[config.mk]
export PLATFORM = sky130hd
export DESIGN_NAME = epoch_seconds_to_calendar_core
export DESIGN_NICKNAME = d
export VERILOG_FILES = /design/src/hdl/etc_pkg.sv /design/src/hdl/etc_front.sv /design/src/hdl/etc_queue.sv /design/src/hdl/etc_back.sv /design/src/hdl/epoch_seconds_to_calendar_core.sv
export VERILOG_INCLUDE_DIRS = /design/src /design/src/hdl
export SDC_FILE = /design/constraint.sdc
export NUM_CORES = 1
export LEC_CHECK = 0
export BUFFER_PORTS_ARGS = -buffer_cell sky130_fd_sc_hd__buf_2
export CORE_MARGIN = 3
export CORE_UTILIZATION = 61
export DETAILED_ROUTE_END_ITERATION = 16
export PLACE_DENSITY_LB_ADDON = 0.05
export SYNTH_ARGS = -nofsm -noshare
export SYNTH_HDL_FRONTEND = slang
export SYNTH_SLANG_ARGS = --single-unit
[constraint.sdc]
create_clock -name clock -period 16.9 [get_ports clock]
set_clock_uncertainty 0.15 [all_clocks]
set_input_delay 2.535 -clock clock [delete_from_list [all_inputs] [get_ports clock]]
set_output_delay 2.535 -clock clock [all_outputs]
set_load 0.1 [all_outputs]
[src/hdl/assert_macros.svh]
// Assertion macros shared by the epoch-to-calendar RTL.
// Depends on nothing; each asserting module includes this header.
`ifndef ASSERT_MACROS_SVH
`define ASSERT_MACROS_SVH

// Same-cycle implication, disabled while reset is high.
`define ASSERT_IMPLIES(label, clk, rst, ante, cons) \
   label: assert property (@(posedge clk) disable iff (rst) (ante) |-> (cons)) \
      else $error("implication check failed");

// Next-cycle implication, disabled while reset is high.
`define ASSERT_NEXT(label, clk, rst, ante, cons) \
   label: assert property (@(posedge clk) disable iff (rst) (ante) |=> (cons)) \
      else $error("next-cycle check failed");

`endif

[src/hdl/etc_pkg.sv]
// Shared types, constants and helper functions for the epoch-to-calendar block.
// Depends on nothing; used by every module of the block.
package etc_pkg;

   // Reciprocal constants for exact division by 15, 3 and 7 over the used ranges.
   localparam logic [31:0] MAGIC_DIV15 = 32'h8888_8889;  // shift right by 35
   localparam logic [31:0] MAGIC_DIV3  = 32'hAAAA_AAAB;  // shift right by 33
   localparam logic [31:0] MAGIC_DIV7  = 32'd149797;     // shift right by 20

   // Calendar constants.
   localparam logic [7:0]  EPOCH_YEAR_OFFSET = 8'd70;    // 1970 minus 1900
   localparam logic [3:0]  LAST_MONTH        = 4'd11;
   localparam logic [16:0] EPOCH_WEEKDAY     = 17'd4;    // the epoch fell on a Thursday
   localparam logic [8:0]  DAYS_COMMON_YEAR  = 9'd365;
   localparam logic [8:0]  DAYS_LEAP_YEAR    = 9'd366;
   localparam logic [3:0]  MONTH_FEBRUARY    = 4'd1;

   // One word handed from the front to the back through the queue.
   typedef struct packed {
      logic [5:0]  second;
      logic [5:0]  minute;
      logic [4:0]  hour;
      logic [2:0]  weekday;
      logic [15:0] days;
   } front_word_type;

   typedef enum logic [2:0] {
      FR_IDLE,
      FR_SEC,
      FR_MIN,
      FR_HOUR,
      FR_DAY,
      FR_WDAY,
      FR_PUSH
   } front_state_type;

   typedef enum logic [1:0] {
      BK_IDLE,
      BK_YEAR,
      BK_MONTH,
      BK_DONE
   } back_state_type;

   // Leap rule for a year given as an offset from 1900. Within 1900..2155 the
   // only century years are 1900 and 2100 (common) and 2000 (leap).
   function automatic logic is_leap(input logic [7:0] year_offset);
      logic div4;
      div4 = (year_offset[1:0] == 2'd0);
      return div4 && (year_offset != 8'd0) && (year_offset != 8'd200);
   endfunction

   // Length of a common-year month, January being zero.
   function automatic logic [4:0] common_month_length(input logic [3:0] month);
      logic [4:0] len;
      case (month)
         4'd0:    len = 5'd31;
         4'd1:    len = 5'd28;
         4'd2:    len = 5'd31;
         4'd3:    len = 5'd30;
         4'd4:    len = 5'd31;
         4'd5:    len = 5'd30;
         4'd6:    len = 5'd31;
         4'd7:    len = 5'd31;
         4'd8:    len = 5'd30;
         4'd9:    len = 5'd31;
         4'd10:   len = 5'd30;
         4'd11:   len = 5'd31;
         default: len = 5'd31;
      endcase
      return len;
   endfunction

endpackage

[src/hdl/etc_front.sv]
// Front part: accepts an epoch count and splits it into time of day, weekday and days.
// Depends on etc_pkg and assert_macros.svh; feeds etc_queue.
`include "assert_macros.svh"

module etc_front (
   input  logic                    clock,
   input  logic                    reset,
   input  logic                    push,
   output logic                    full,
   input  logic [31:0]             req_epoch_seconds,
   output logic                    q_push,
   output etc_pkg::front_word_type q_word,
   input  logic                    q_full
);

   etc_pkg::front_state_type state_ff, state_in;

   logic [31:0] secs_ff;
   logic [26:0] mins_ff;
   logic [20:0] hours_ff;
   logic [15:0] days_ff;
   logic [5:0]  sec_ff, sec_in;
   logic [5:0]  min_ff, min_in;
   logic [4:0]  hour_ff, hour_in;
   logic [2:0]  wday_ff, wday_in;
   logic [63:0] prod_ff, prod_in;
   logic [31:0] mul_a, mul_b;

   // Quotients read out of the shared product register.
   logic [26:0] mins_w;
   logic [20:0] hours_w;
   logic [15:0] days_w;
   logic [14:0] weeks_w;
   logic [16:0] days_shift;

   assign mins_w     = prod_ff[61:35];
   assign hours_w    = prod_ff[55:35];
   assign days_w     = prod_ff[48:33];
   assign weeks_w    = prod_ff[34:20];
   assign days_shift = {1'b0, days_ff} + etc_pkg::EPOCH_WEEKDAY;

   // Next state.
   always_comb begin
      state_in = state_ff;
      case (state_ff)
         etc_pkg::FR_IDLE: if (push) state_in = etc_pkg::FR_SEC;
         etc_pkg::FR_SEC:  state_in = etc_pkg::FR_MIN;
         etc_pkg::FR_MIN:  state_in = etc_pkg::FR_HOUR;
         etc_pkg::FR_HOUR: state_in = etc_pkg::FR_DAY;
         etc_pkg::FR_DAY:  state_in = etc_pkg::FR_WDAY;
         etc_pkg::FR_WDAY: state_in = etc_pkg::FR_PUSH;
         etc_pkg::FR_PUSH: if (!q_full) state_in = etc_pkg::FR_IDLE;
         default:          state_in = etc_pkg::FR_IDLE;
      endcase
   end

   // Shared multiplier operands and the remainders taken after each quotient.
   always_comb begin
      mul_a   = 32'd0;
      mul_b   = 32'd0;
      sec_in  = sec_ff;
      min_in  = min_ff;
      hour_in = hour_ff;
      wday_in = wday_ff;
      q_push  = 1'b0;
      case (state_ff)
         etc_pkg::FR_SEC: begin
            mul_a = {2'b00, secs_ff[31:2]};
            mul_b = etc_pkg::MAGIC_DIV15;
         end
         etc_pkg::FR_MIN: begin
            mul_a  = 32'(mins_w[26:2]);
            mul_b  = etc_pkg::MAGIC_DIV15;
            sec_in = 6'(secs_ff - 32'(mins_w) * 32'd60);
         end
         etc_pkg::FR_HOUR: begin
            mul_a  = 32'(hours_w[20:3]);
            mul_b  = etc_pkg::MAGIC_DIV3;
            min_in = 6'(mins_ff - 27'(hours_w) * 27'd60);
         end
         etc_pkg::FR_DAY: begin
            mul_a   = 32'({1'b0, days_w} + etc_pkg::EPOCH_WEEKDAY);
            mul_b   = etc_pkg::MAGIC_DIV7;
            hour_in = 5'(hours_ff - 21'(days_w) * 21'd24);
         end
         etc_pkg::FR_WDAY: begin
            wday_in = 3'(days_shift - 17'(weeks_w) * 17'd7);
         end
         etc_pkg::FR_PUSH: q_push = !q_full;
         default: begin
         end
      endcase
   end

   assign prod_in = 64'(mul_a) * 64'(mul_b);
   assign full    = (state_ff != etc_pkg::FR_IDLE);

   assign q_word.second  = sec_ff;
   assign q_word.minute  = min_ff;
   assign q_word.hour    = hour_ff;
   assign q_word.weekday = wday_ff;
   assign q_word.days    = days_ff;

   // Control state.
   always_ff @(posedge clock) begin
      if (reset) begin
         state_ff <= etc_pkg::FR_IDLE;
      end else begin
         state_ff <= state_in;
      end
   end

   // Datapath registers; each quotient is captured in the cycle after its product.
   always_ff @(posedge clock) begin
      prod_ff <= prod_in;
      sec_ff  <= sec_in;
      min_ff  <= min_in;
      hour_ff <= hour_in;
      wday_ff <= wday_in;
      if (state_ff == etc_pkg::FR_IDLE && push) secs_ff <= req_epoch_seconds;
      if (state_ff == etc_pkg::FR_MIN) mins_ff <= mins_w;
      if (state_ff == etc_pkg::FR_HOUR) hours_ff <= hours_w;
      if (state_ff == etc_pkg::FR_DAY) days_ff <= days_w;
   end

   // An accepted word keeps the front busy in the following cycle.
   `ASSERT_NEXT(a_front_busy_after_accept, clock, reset, push && !full, full)
   // A word leaves only from the last step of the sequence.
   `ASSERT_IMPLIES(a_front_push_state, clock, reset, q_push,
                   state_ff == etc_pkg::FR_PUSH && !q_full)
   // The remainders stay inside their ranges when the word is handed over.
   `ASSERT_IMPLIES(a_front_ranges, clock, reset, q_push,
                   sec_ff < 6'd60 && min_ff < 6'd60 && hour_ff < 5'd24 && wday_ff < 3'd7)

endmodule

[src/hdl/etc_queue.sv]
// Short register queue that decouples the front part from the back part.
// Depends on etc_pkg and assert_macros.svh.
`include "assert_macros.svh"

module etc_queue #(
   parameter int DEPTH = 2
) (
   input  logic                    clock,
   input  logic                    reset,
   input  logic                    push,
   input  etc_pkg::front_word_type push_word,
   output logic                    full,
   input  logic                    pop,
   output etc_pkg::front_word_type pop_word,
   output logic                    empty
);

   localparam int PW = (DEPTH > 1) ? $clog2(DEPTH) : 1;
   localparam int CW = $clog2(DEPTH + 1);
   localparam logic [PW-1:0] LAST_SLOT = PW'(DEPTH - 1);

   etc_pkg::front_word_type word_ff [DEPTH];
   logic [PW-1:0] wr_ptr_ff, wr_ptr_in;
   logic [PW-1:0] rd_ptr_ff, rd_ptr_in;
   logic [CW-1:0] count_ff, count_in;
   logic          do_push, do_pop;

   assign full     = (count_ff == CW'(DEPTH));
   assign empty    = (count_ff == CW'(0));
   assign do_push  = push && !full;
   assign do_pop   = pop && !empty;
   assign pop_word = word_ff[rd_ptr_ff];

   // Pointer and fill count update with wrap at the last slot.
   always_comb begin
      wr_ptr_in = wr_ptr_ff;
      rd_ptr_in = rd_ptr_ff;
      count_in  = count_ff;
      if (do_push) wr_ptr_in = (wr_ptr_ff == LAST_SLOT) ? PW'(0) : wr_ptr_ff + PW'(1);
      if (do_pop)  rd_ptr_in = (rd_ptr_ff == LAST_SLOT) ? PW'(0) : rd_ptr_ff + PW'(1);
      if (do_push && !do_pop) count_in = count_ff + CW'(1);
      if (do_pop && !do_push) count_in = count_ff - CW'(1);
   end

   always_ff @(posedge clock) begin
      if (reset) begin
         wr_ptr_ff <= '0;
         rd_ptr_ff <= '0;
         count_ff  <= '0;
      end else begin
         wr_ptr_ff <= wr_ptr_in;
         rd_ptr_ff <= rd_ptr_in;
         count_ff  <= count_in;
      end
   end

   // Storage.
   always_ff @(posedge clock) begin
      if (do_push) word_ff[wr_ptr_ff] <= push_word;
   end

   // The fill count never exceeds the depth.
   `ASSERT_IMPLIES(a_queue_count, clock, reset, 1'b1, count_ff <= CW'(DEPTH))
   // Pointers agree with the fill count when the queue is empty or full.
   `ASSERT_IMPLIES(a_queue_ptrs, clock, reset, empty || full, wr_ptr_ff == rd_ptr_ff)
   // A push without a pop leaves at least one word stored.
   `ASSERT_NEXT(a_queue_push_fill, clock, reset, do_push && !do_pop, count_ff != CW'(0))

endmodule

[src/hdl/etc_back.sv]
// Back part: walks years and months off the day count and holds the finished word.
// Depends on etc_pkg and assert_macros.svh; fed by etc_queue.
`include "assert_macros.svh"

module etc_back (
   input  logic                    clock,
   input  logic                    reset,
   input  logic                    q_empty,
   input  etc_pkg::front_word_type q_word,
   output logic                    q_pop,
   output logic                    empty,
   input  logic                    pop,
   output logic [5:0]              rsp_second,
   output logic [5:0]              rsp_minute,
   output logic [4:0]              rsp_hour,
   output logic [2:0]              rsp_weekday,
   output logic [7:0]              rsp_years_since_1900,
   output logic [8:0]              rsp_day_of_year,
   output logic [3:0]              rsp_month_index,
   output logic [4:0]              rsp_day_of_month
);

   etc_pkg::back_state_type state_ff, state_in;

   etc_pkg::front_word_type work_ff;
   logic [15:0] days_ff, days_in;
   logic [7:0]  year_ff, year_in;
   logic [3:0]  month_ff, month_in;
   logic [8:0]  yday_ff;
   logic        leap_ff;
   logic        out_valid_ff, out_valid_in;
   logic        load_out;

   logic        leap_now;
   logic [8:0]  year_len;
   logic [4:0]  month_len;
   logic        year_fits;
   logic        month_fits;

   assign leap_now   = etc_pkg::is_leap(year_ff);
   assign year_len   = leap_now ? etc_pkg::DAYS_LEAP_YEAR : etc_pkg::DAYS_COMMON_YEAR;
   assign month_len  = etc_pkg::common_month_length(month_ff) +
                       5'((month_ff == etc_pkg::MONTH_FEBRUARY) && leap_ff);
   assign year_fits  = (days_ff < 16'(year_len));
   assign month_fits = (days_ff < 16'(month_len)) || (month_ff == etc_pkg::LAST_MONTH);

   // Next state.
   always_comb begin
      state_in = state_ff;
      case (state_ff)
         etc_pkg::BK_IDLE:  if (!q_empty) state_in = etc_pkg::BK_YEAR;
         etc_pkg::BK_YEAR:  if (year_fits) state_in = etc_pkg::BK_MONTH;
         etc_pkg::BK_MONTH: if (month_fits) state_in = etc_pkg::BK_DONE;
         etc_pkg::BK_DONE:  if (!out_valid_ff || pop) state_in = etc_pkg::BK_IDLE;
         default:           state_in = etc_pkg::BK_IDLE;
      endcase
   end

   // Walk datapath and handshake outputs.
   always_comb begin
      q_pop    = 1'b0;
      load_out = 1'b0;
      days_in  = days_ff;
      year_in  = year_ff;
      month_in = month_ff;
      case (state_ff)
         etc_pkg::BK_IDLE: begin
            q_pop    = !q_empty;
            days_in  = q_word.days;
            year_in  = etc_pkg::EPOCH_YEAR_OFFSET;
            month_in = 4'd0;
         end
         etc_pkg::BK_YEAR: begin
            if (!year_fits) begin
               days_in = days_ff - 16'(year_len);
               year_in = year_ff + 8'd1;
            end
         end
         etc_pkg::BK_MONTH: begin
            if (!month_fits) begin
               days_in  = days_ff - 16'(month_len);
               month_in = month_ff + 4'd1;
            end
         end
         etc_pkg::BK_DONE: load_out = !out_valid_ff || pop;
         default: begin
         end
      endcase
   end

   assign out_valid_in = load_out || (out_valid_ff && !pop);
   assign empty        = !out_valid_ff;

   // Control state.
   always_ff @(posedge clock) begin
      if (reset) begin
         state_ff     <= etc_pkg::BK_IDLE;
         out_valid_ff <= 1'b0;
      end else begin
         state_ff     <= state_in;
         out_valid_ff <= out_valid_in;
      end
   end

   // Working registers and the result word.
   always_ff @(posedge clock) begin
      days_ff  <= days_in;
      year_ff  <= year_in;
      month_ff <= month_in;
      if (q_pop) work_ff <= q_word;
      if (state_ff == etc_pkg::BK_YEAR && year_fits) begin
         yday_ff <= days_ff[8:0];
         leap_ff <= leap_now;
      end
      if (load_out) begin
         rsp_second           <= work_ff.second;
         rsp_minute           <= work_ff.minute;
         rsp_hour             <= work_ff.hour;
         rsp_weekday          <= work_ff.weekday;
         rsp_years_since_1900 <= year_ff;
         rsp_day_of_year      <= yday_ff;
         rsp_month_index      <= month_ff;
         rsp_day_of_month     <= 5'(days_ff + 16'd1);
      end
   end

   // The largest input lands in 2106, so the year walk never passes it.
   `ASSERT_IMPLIES(a_back_year_bound, clock, reset, state_ff == etc_pkg::BK_YEAR,
                   year_ff <= 8'd206)
   // The month walk only starts with less than a year of days left.
   `ASSERT_IMPLIES(a_back_month_bound, clock, reset, state_ff == etc_pkg::BK_MONTH,
                   month_ff <= etc_pkg::LAST_MONTH && days_ff < 16'd366)
   // A finished word is never overwritten while it waits.
   `ASSERT_IMPLIES(a_back_no_overwrite, clock, reset, load_out, !out_valid_ff || pop)

endmodule

[src/hdl/epoch_seconds_to_calendar_core.sv]
// Top level of the epoch-seconds to Gregorian calendar converter.
// Depends on etc_pkg, etc_front, etc_queue and etc_back.
//
//   Channel   Handshake        Direction  Payload
//   request   push / full      in         req_epoch_seconds
//   response  pop / empty      out        rsp_second .. rsp_day_of_month
//
// Front: one word at a time, through the accepting step, four products on one shared
// 32x32 multiplier, a weekday remainder step and the hand-off into the queue.
// Back: a year walk and a month walk, one subtraction per cycle for each year past 1970
// and each month past January; the longest walk is for a date late in 2105.
// Reset is synchronous and clears only control state; no clearing pass is needed.
// The front stalls on a full queue, the back stalls while a finished word waits.
module epoch_seconds_to_calendar_core #(
   parameter int QUEUE_DEPTH = 2
) (
   input  logic        clock,
   input  logic        reset,
   input  logic        push,
   output logic        full,
   input  logic [31:0] req_epoch_seconds,
   output logic        empty,
   input  logic        pop,
   output logic [5:0]  rsp_second,
   output logic [5:0]  rsp_minute,
   output logic [4:0]  rsp_hour,
   output logic [2:0]  rsp_weekday,
   output logic [7:0]  rsp_years_since_1900,
   output logic [8:0]  rsp_day_of_year,
   output logic [3:0]  rsp_month_index,
   output logic [4:0]  rsp_day_of_month
);

   etc_pkg::front_word_type fq_word, qb_word;
   logic fq_push, fq_full;
   logic qb_pop, qb_empty;

   // Time-of-day and day-count split.
   etc_front u_front (
      .clock             (clock),
      .reset             (reset),
      .push              (push),
      .full              (full),
      .req_epoch_seconds (req_epoch_seconds),
      .q_push            (fq_push),
      .q_word            (fq_word),
      .q_full            (fq_full)
   );

   // Decoupling queue.
   etc_queue #(
      .DEPTH (QUEUE_DEPTH)
   ) u_queue (
      .clock     (clock),
      .reset     (reset),
      .push      (fq_push),
      .push_word (fq_word),
      .full      (fq_full),
      .pop       (qb_pop),
      .pop_word  (qb_word),
      .empty     (qb_empty)
   );

   // Year and month walk with the result register.
   etc_back u_back (
      .clock                (clock),
      .reset                (reset),
      .q_empty              (qb_empty),
      .q_word               (qb_word),
      .q_pop                (qb_pop),
      .empty                (empty),
      .pop                  (pop),
      .rsp_second           (rsp_second),
      .rsp_minute           (rsp_minute),
      .rsp_hour             (rsp_hour),
      .rsp_weekday          (rsp_weekday),
      .rsp_years_since_1900 (rsp_years_since_1900),
      .rsp_day_of_year      (rsp_day_of_year),
      .rsp_month_index      (rsp_month_index),
      .rsp_day_of_month     (rsp_day_of_month)
   );

endmodule

# == Word level (Yosys, flattened, before mapping) ==
# Memory sizes are Yosys's and may differ from the RTL's. A register that Yosys moved wholly into a read port is not among the register bits.
# Index checks and enable logic that the tools add are counted.
# Widths: inputs -> output; s select.
# word_totals
reg_bits,255
latch_bits,0
mem_bits_rw,72
rom_bits,32
in_bits,36
output_inout_bits,48
wordCells,143
memories,2
# memory_table
memory,words,width,read_ports,rd_ports_with_merged_regs,wr,line,rtl
u_queue.word_ff,2,36,1,1,1,etc_queue.sv:22,etc_pkg::front_word_type word_ff [DEPTH];
(no name shown),16,2,1,1,0,etc_pkg.sv:55,case (month)
# classes
n_addsub,16
multipliers,5
n_div,0
order_cmp,2
n_eq_ne,21
shifts,0
mux,30
bitwise_logic,0
n_reduce_logical,35
# ops
operator,n
$pmux 30 s4,1
$pmux 32 s3,1
$mul 30x32->62,1
$pmux 16 s3,1
$mux 16,2
$mul 27x4->4 const B,1
$mul 21x4->4 const B,1
$pmux 3 s7,1
$add 16x3->17 const B,1
$lt 16x5->1,1
$lt 16x9->1,1
$mul 16x2->2 const B,1
$pmux 8 s2,1
$sub 16x5->16,1
$sub 16x9->16,1
$mul 15x3->3 const B,1
$mux 2,7
$sub 6x6->6,2
$logic_and 1x1->1,10
$ne 2x2->1 const B,5
$eq 3x3->1 const B,3
$mux 1,9
$add 8x1->8 const B,1
$mux 4,2
other kinds (32),53

# == Depth between registers and ports, before layout ==
# Gate-level depths: netlist of run 1.
# depth
word_depth,8
depth_mapped,34
depth_no_buf,34

# == Modules after synthesis ==
# A second synthesis of run 1 with hierarchy kept.
# unflattened
cells_unflattened,2727
hier_area_um2,31023.5
# modules_own_cells
mod,n_inst,cells_per_inst,area_per_inst_um2,seq_area_each_um2
etc_front,1,2196,23158.5,3072.9
etc_back,1,393,5053.6,3223.1
etc_queue,1,138,2811.4,2262.2

# == Worst setup path before layout of run 1 ==
# OpenSTA, ideal clock, no wires.
# synth_path
path_type,register to register
start,register u_front.prod_ff[35]
end,register u_front.prod_ff[59]
setup_ps,64
t_arrival_ps,7998
t_required_ps,16686
path_slack_ps,8688
stages_incl_launch_ff,31
path_buffers,0
period_less_slack_ps,8212
path_cell_list,dfxtp_1 > ha_1 > and3_1 > nand2_1 > nor2_1 > nand3_1 > xor2_1 > nor2_1 > or2_2 > a221oi_1 > nor2_1 > ha_1 > inv_1 > fa_1 > fa_1 > fa_1 > fa_1 > inv_1 > fa_1 > fa_1 > fa_1 > ha_1 > nand4_1 > o211ai_1 > o21ai_0 > nor2_1 > o31ai_1 > a2111o_1 > a21oi_2 > or4_1 > nand4_1
# synth_between
elab_chain_cells,3
# synth_lines
element,line,rtl
"start, declared",etc_front.sv:26,"logic [63:0] prod_ff, prod_in;"
"start signal, assigned",etc_front.sv:115,prod_ff <= prod_in;
$add 16x3->17,etc_front.sv:82,"mul_a = 32'({1'b0, days_w} + etc_pkg::EPOCH_WEEKDAY);"
$pmux 30 s4,etc_front.sv:66,case (state_ff)
$mul 30x32->62,etc_front.sv:95,assign prod_in = 64'(mul_a) * 64'(mul_b);
net u_front.prod_in[59],etc_front.sv:26,
# The timed path passes the listed nets, and every way through them passes these cells.
# A chain may end at the register's enable or synchronous reset.

# == Worst setup path in the final report of run 1 ==
# layout_path
start,register u_front.prod_ff[36]
end,register u_front.prod_ff[41]
# The elaborated chain is that of the path after synthesis.

==> results of run 1 <==
[metrics by stage]
step	hold slack (ns)	setup WS [ns]	instances	util [%]	cell area [sq um]
after floorplan	0.250	8.69	2802	-	31000
after global placement	0.252	7.52	3514	65.3	32200
after detailed placement	0.255	7.43	3514	65.3	32200
after CTS	0.269	7.40	3575	67.6	33400
after global routing	0.277	6.59	3575	67.6	33400
final	0.268	7.34	3577	67.6	33400
[layer usage]
metal,global-route usage (%),vias up
met5,0,-
met4,11.9,0
met3,8.29,175
met2,53.4,859
met1,46.2,10100
li1,-,9020
[sequential cells by signal (all words and copies together) (netlist names), 6 cells and up, named ones only]
| name | cells |
|---|---|
| u_back.rsp_years_since_1900 | 8 |
| u_front.sec_ff | 6 |
| u_front.prod_ff | 32 |
| u_back.work_ff | 20 |
| u_queue.word_ff | 72 |
| u_back.days_ff | 16 |
| u_front.min_ff | 6 |
| u_back.rsp_second | 6 |
| u_front.mins_ff | 6 |
| u_front.days_ff | 16 |
| u_back.yday_ff | 9 |
| u_back.year_ff | 8 |
| u_back.rsp_minute | 6 |
| u_front.secs_ff | 32 |
| u_back.rsp_day_of_year | 9 |
[path summary, 6_finish.rpt]
kind,start,to,cells past startpoint
hold reg to reg,u_back.work_ff[16],u_back.rsp_weekday[0],0
setup reg to reg,u_front.prod_ff[36],u_front.prod_ff[41],34
hold / removal,u_back.work_ff[16],u_back.rsp_weekday[0],0
setup / recovery,u_front.prod_ff[36],u_front.prod_ff[41],34
[cells by family (layout without fill, tap and decap cells)]
group	after synthesis	in the layout	synth area share (%)
compound gates	298	298	6.44
xor+xnor	81	81	2.31
fa+ha+maj	880	880	47.1
buf+inv	755	864	9.25
flops	300	300	27.9
mux	34	34	1.20
other cells	2	95	0.0245
simple gates	361	361	5.81
[final cells by class]
cell class	instances	area (sq um)
antenna	2	5.00
clock buffer	37	862
clock inverter	24	283
fill	3724	16000
inverter	713	2680
multi-input combinational	1747	19700
sequential	300	8560
tap	664	831
timing repair buffer	90	468
[cells in the final DEF (no fill, tap or decap), drive strengths merged, types with 6 or more instances in the layout]
cell type	instances
nor3	20
a21oi	83
xor2	36
nand2	96
ha	422
a21o	34
mux2i	12
a221o	8
edfxtp	255
and3	12
dfxtp	45
a22o	8
nand2b	15
and2	19
nand3	40
o21a	7
inv	714
fa	458
clkbuf	37
nor2	89
clkinv	18
o22ai	9
o21ai	63
a22oi	14
xnor2	45
mux2	22
or3	6
or2	6
conb	93
nand4	20
a31oi	6
a221oi	8
nor2b	19
a211oi	12
buf	90
o211ai	11
[critical path, delay by kind of cell (launching register included)]
family | cells | cell delay (ns)
AOI/OAI and AO/OA | 8 | 2.05
xor gates and xnor gates | 2 | 0.56
adders and majority gates | 10 | 4.21
buffers and inverters | 6 | 0.47
DFF | 1 | 0.61
and+or+nand+nor | 8 | 1.35
==> impl_metrics.py, run 1 <==
metrics = {
    "synth": {
        "yosys-top-cells-area": "fa_1, edfxtp_1, ha_1",
        "ys_seq_elements": 300,
        "async_flop_share_pct": 0,
        "syn_area_sq_um": 30700,
        "yosysMostFrequentCell": "inv_1",
        "synth.top_cell.area_share_pct": 29.9,
        "synth.avg_cell_area_sq_um": 11.3,
        "synth_top_area_cell": "fa_1",
        "synth_flop_cell": "edfxtp_1",
        "yosys-top-cells-count": "inv_1, fa_1, ha_1, edfxtp_1, nand2_1",
        "synth_edf_count": 255,
        "syn-instance-count": 2711,
        "yosys_warnings": 0,
        "ys_types": 81,
        "ys_seq_area_share_pct": 27.9,
    },
    "placement": {
        "dp_hpwl_microns": 75400,
        "gp_congestion": 1.05,
        "portBuffers": 83,
    },
    "global_route": {
        "grt_pass1_vias": 21600,
        "grt.total_usage_pct": 33.9,
        "grt_max_degree": 47,
        "gr-total-overflow": 0,
        "grt_pass1_wl_microns": 132000,
        "antenna_found_initial": 2,
    },
    "final_layout": {
        "final_nets": 3802,
        "area_growth_pct": 8.75,
        "layout-drive-gt1-share_pct": 6.90,
    },
    "sta": {
        "slew_headroom_pct": 17.7,
        "hold_viol_final": 0,
        "rsz0062_at_grt": "false",
        "timing.final.crit_share_pct": 56.6,
        "max_freq_ghz": 0.105,
        "worstMarginPinSlew_ns": 1.22,
        "fin_crit_ns": 9.56,
        "setup_viol": 0,
        "drv_slew": 0,
        "tns_ns": 0,
    },
    "clock_network": {
        "clk_latency_ns": 0.57,
        "cts_setup_buffers": 0,
        "cts.sinks": 300,
        "ctsResizeCount": 0,
        "path_clk_slew_ns": 0.06,
        "h-tree-depth": 2,
        "numCtsBuffers": 34,
        "cts_tree": "built",
        "clk_path_buf_depth": 3,
        "cts-hold-fix-buffers": 0,
        "cts-root-buf": "clkbuf_16",
    },
    "worst_setup_path": {
        "worstPathRequired_ns": 17.17,
        "startpoint_type": "flop",
        "path_max_fanout": 6,
        "path_common_cell": "fa_1",
        "r2r_slack_ns": 7.34,
        "cp.arrival_ns": 9.83,
        "endpoint_kind": "flop",
        "slowest_delay_ns": 0.61,
        "critPathSlowestCell": "dfxtp_1",
        "crit_type": "reg2reg",
    },
    "die": {
        "start_util_pct": 62.2,
        "die_h_microns": 230,
        "core_area_sq_um": 49400,
        "rows": 81,
        "design.die.area_sq_um": 53000,
        "ioPinCount": 84,
        "die_x_microns": 230,
    },
    "drt": {
        "drtPass1Iterations": 8,
        "met2_length_microns": 40000,
        "drt_iter0_drc": 1403,
        "met1_length_microns": 34600,
        "top_layer": "met4",
        "vias": 20200,
        "wl_met3_microns": 8040,
        "detail_route.vias_per_cell": 5.64,
        "wl_per_cell_microns": 24.1,
        "post-route-drc-count": 0,
        "ant_nets": 0,
        "drt_wl_total_microns": 86200,
    },
    "min_path": {
        "worst_hold_path_type": "reg2reg",
    },
    "job": {
        "maxCapViolations": 0,
    },
    "run_status": {
        "status": "complete, no violations",
    },
}
Power of run 1 is left out: the tool's default activity adds up to more than one toggle a clock period on the data nets, which glitch-free logic cannot reach.
==> inputs of run 2 (changes only) <==
==> constraint.sdc (replaced) <==
create_clock -name clock -period 9.45 [get_ports clock]
set_clock_uncertainty 0.15 [all_clocks]
set_input_delay 1.4175 -clock clock [delete_from_list [all_inputs] [get_ports clock]]
set_output_delay 1.4175 -clock clock [all_outputs]
set_load 0.1 [all_outputs]
==> impl_metrics.py, run 2 (synthesis gave the netlist of run 1 again) <==
metrics = {
    "sta": {
        "setup_viol": 0,
        "rsz0062_at_grt": "false",
        "worstMarginPinSlew_ns": 1.05,
        "hold_viol_final": 0,
        "fin_crit_ns": 8.95,
        "slew_headroom_pct": 29.7,
        "timing.final.crit_share_pct": 94.7,
        "tns_ns": 0,
        "max_freq_ghz": 0.112,
        "drv_slew": 0,
    },
    "clock_network": {
        "cts.sinks": 300,
        "path_clk_slew_ns": 0.06,
        "clk_path_buf_depth": 3,
        "h-tree-depth": 2,
        "cts-root-buf": "clkbuf_16",
        "numCtsBuffers": 34,
        "clk_latency_ns": 0.57,
        "cts_tree": "built",
    },
    "worst_setup_path": {
        "startpoint_type": "flop",
        "endpoint_kind": "flop",
        "crit_type": "reg2reg",
        "path_max_fanout": 6,
        "worstPathRequired_ns": 9.79,
        "slowest_delay_ns": 0.54,
        "cp.arrival_ns": 9.30,
        "critPathSlowestCell": "fa_1",
        "path_common_cell": "fa_1",
    },
    "global_route": {
        "grt_pass1_vias": 21900,
        "grt_max_degree": 44,
        "grt_pass1_wl_microns": 132000,
        "grt.total_usage_pct": 33.7,
        "gr-total-overflow": 0,
        "antenna_found_initial": 2,
    },
    "placement": {
        "portBuffers": 83,
        "dp_hpwl_microns": 74300,
        "gp_congestion": 1.05,
    },
    "job": {
        "maxCapViolations": 0,
    },
    "final_layout": {
        "final_common_cell": "inv_1",
        "regMostFlops": "u_queue.word_ff",
        "final_cell_mix": "inv_1, fa_1, ha_1",
        "largest_reg_flops": 72,
        "final_nets": 3832,
        "area_growth_pct": 9.45,
        "antenna_cells": 0,
        "largest_registers": "u_queue.word_ff x72, u_front.prod_ff x32, u_front.secs_ff x32",
        "fin_util_pct": 68.1,
        "layout-drive-gt1-share_pct": 8.06,
    },
    "drt": {
        "wl_per_cell_microns": 23.6,
        "ant_nets": 0,
        "drt_iter0_drc": 1453,
        "drtPass1Iterations": 5,
        "detail_route.vias_per_cell": 5.63,
        "drt_wl_total_microns": 85000,
        "vias": 20300,
        "post-route-drc-count": 0,
    },
    "run_status": {
        "status": "complete, no violations",
    },
    "die": {
        "ioPinCount": 84,
        "core_area_sq_um": 49400,
        "design.die.area_sq_um": 53000,
        "start_util_pct": 62.2,
        "rows": 81,
        "die_x_microns": 230,
        "die_h_microns": 230,
    },
    "min_path": {
        "worst_hold_path_type": "reg2reg",
    },
}
[run 2: critical path, delay by kind of cell (launching register included)]
| family | cells | cell delay [ns] |
|---|---|---|
| flops | 1 | 0.45 |
| xor+xnor | 1 | 0.17 |
| compound gates | 7 | 1.52 |
| fa+ha+maj | 10 | 4.15 |
| simple gates | 10 | 1.86 |
| buf+inv | 7 | 0.57 |
[run 2: area by class of cell]
type,count,area (sq um)
timing repair buffer,120,693
sequential,300,8560
multi-input combinational,1747,19700
inverter,713,2680
clock buffer,41,907
clock inverter,20,208
fill,3743,15800
tap,664,831
[run 2: final timing paths]
path | from | end | slack [ns] | cells after the start
worst max-delay path | u_front.prod_ff[36] | u_front.prod_ff[59] | 0.50 | 35
worst max register to register | u_front.prod_ff[36] | u_front.prod_ff[59] | 0.50 | 35
worst min-delay path | u_back.work_ff[27] | u_back.rsp_minute[3] | 0.27 | 0
worst min register to register | u_back.work_ff[27] | u_back.rsp_minute[3] | 0.27 | 0
[run 2: repair_timing]
item | in CTS | in global routing
endpoints found under the setup margin | 1 | 12
gates resized for setup | 2 | 6
pin swaps | 0 | 3
gates cloned | 0 | 0
setup buffers | 0 | 2
hold buffers | 0 | 0
[run 2: layer usage]
layer / wire (microns) / vias to the layer above / global-route usage (%)
li1: - / 9078 / -
met1: 35100 / 10200 / 47.2
met2: 38800 / 842 / 52.7
met3: 7540 / 175 / 7.19
met4: 3490 / 0 / 11.6
met5: 0 / - / 0
[run 2: through the flow]
stage	cells	setup WS (ns)	instance area, sq um	hold WS [ns]
floorplan	2802	1.24	31000	0.250
global placement	3542	0.102	32400	0.253
detailed placement	3542	0.00333	32400	0.255
CTS	3603	0.111	33600	0.268
global route	3605	0.0387	33600	0.269
finish	3605	0.496	33600	0.265
Power of run 2 is left out for the same reason.
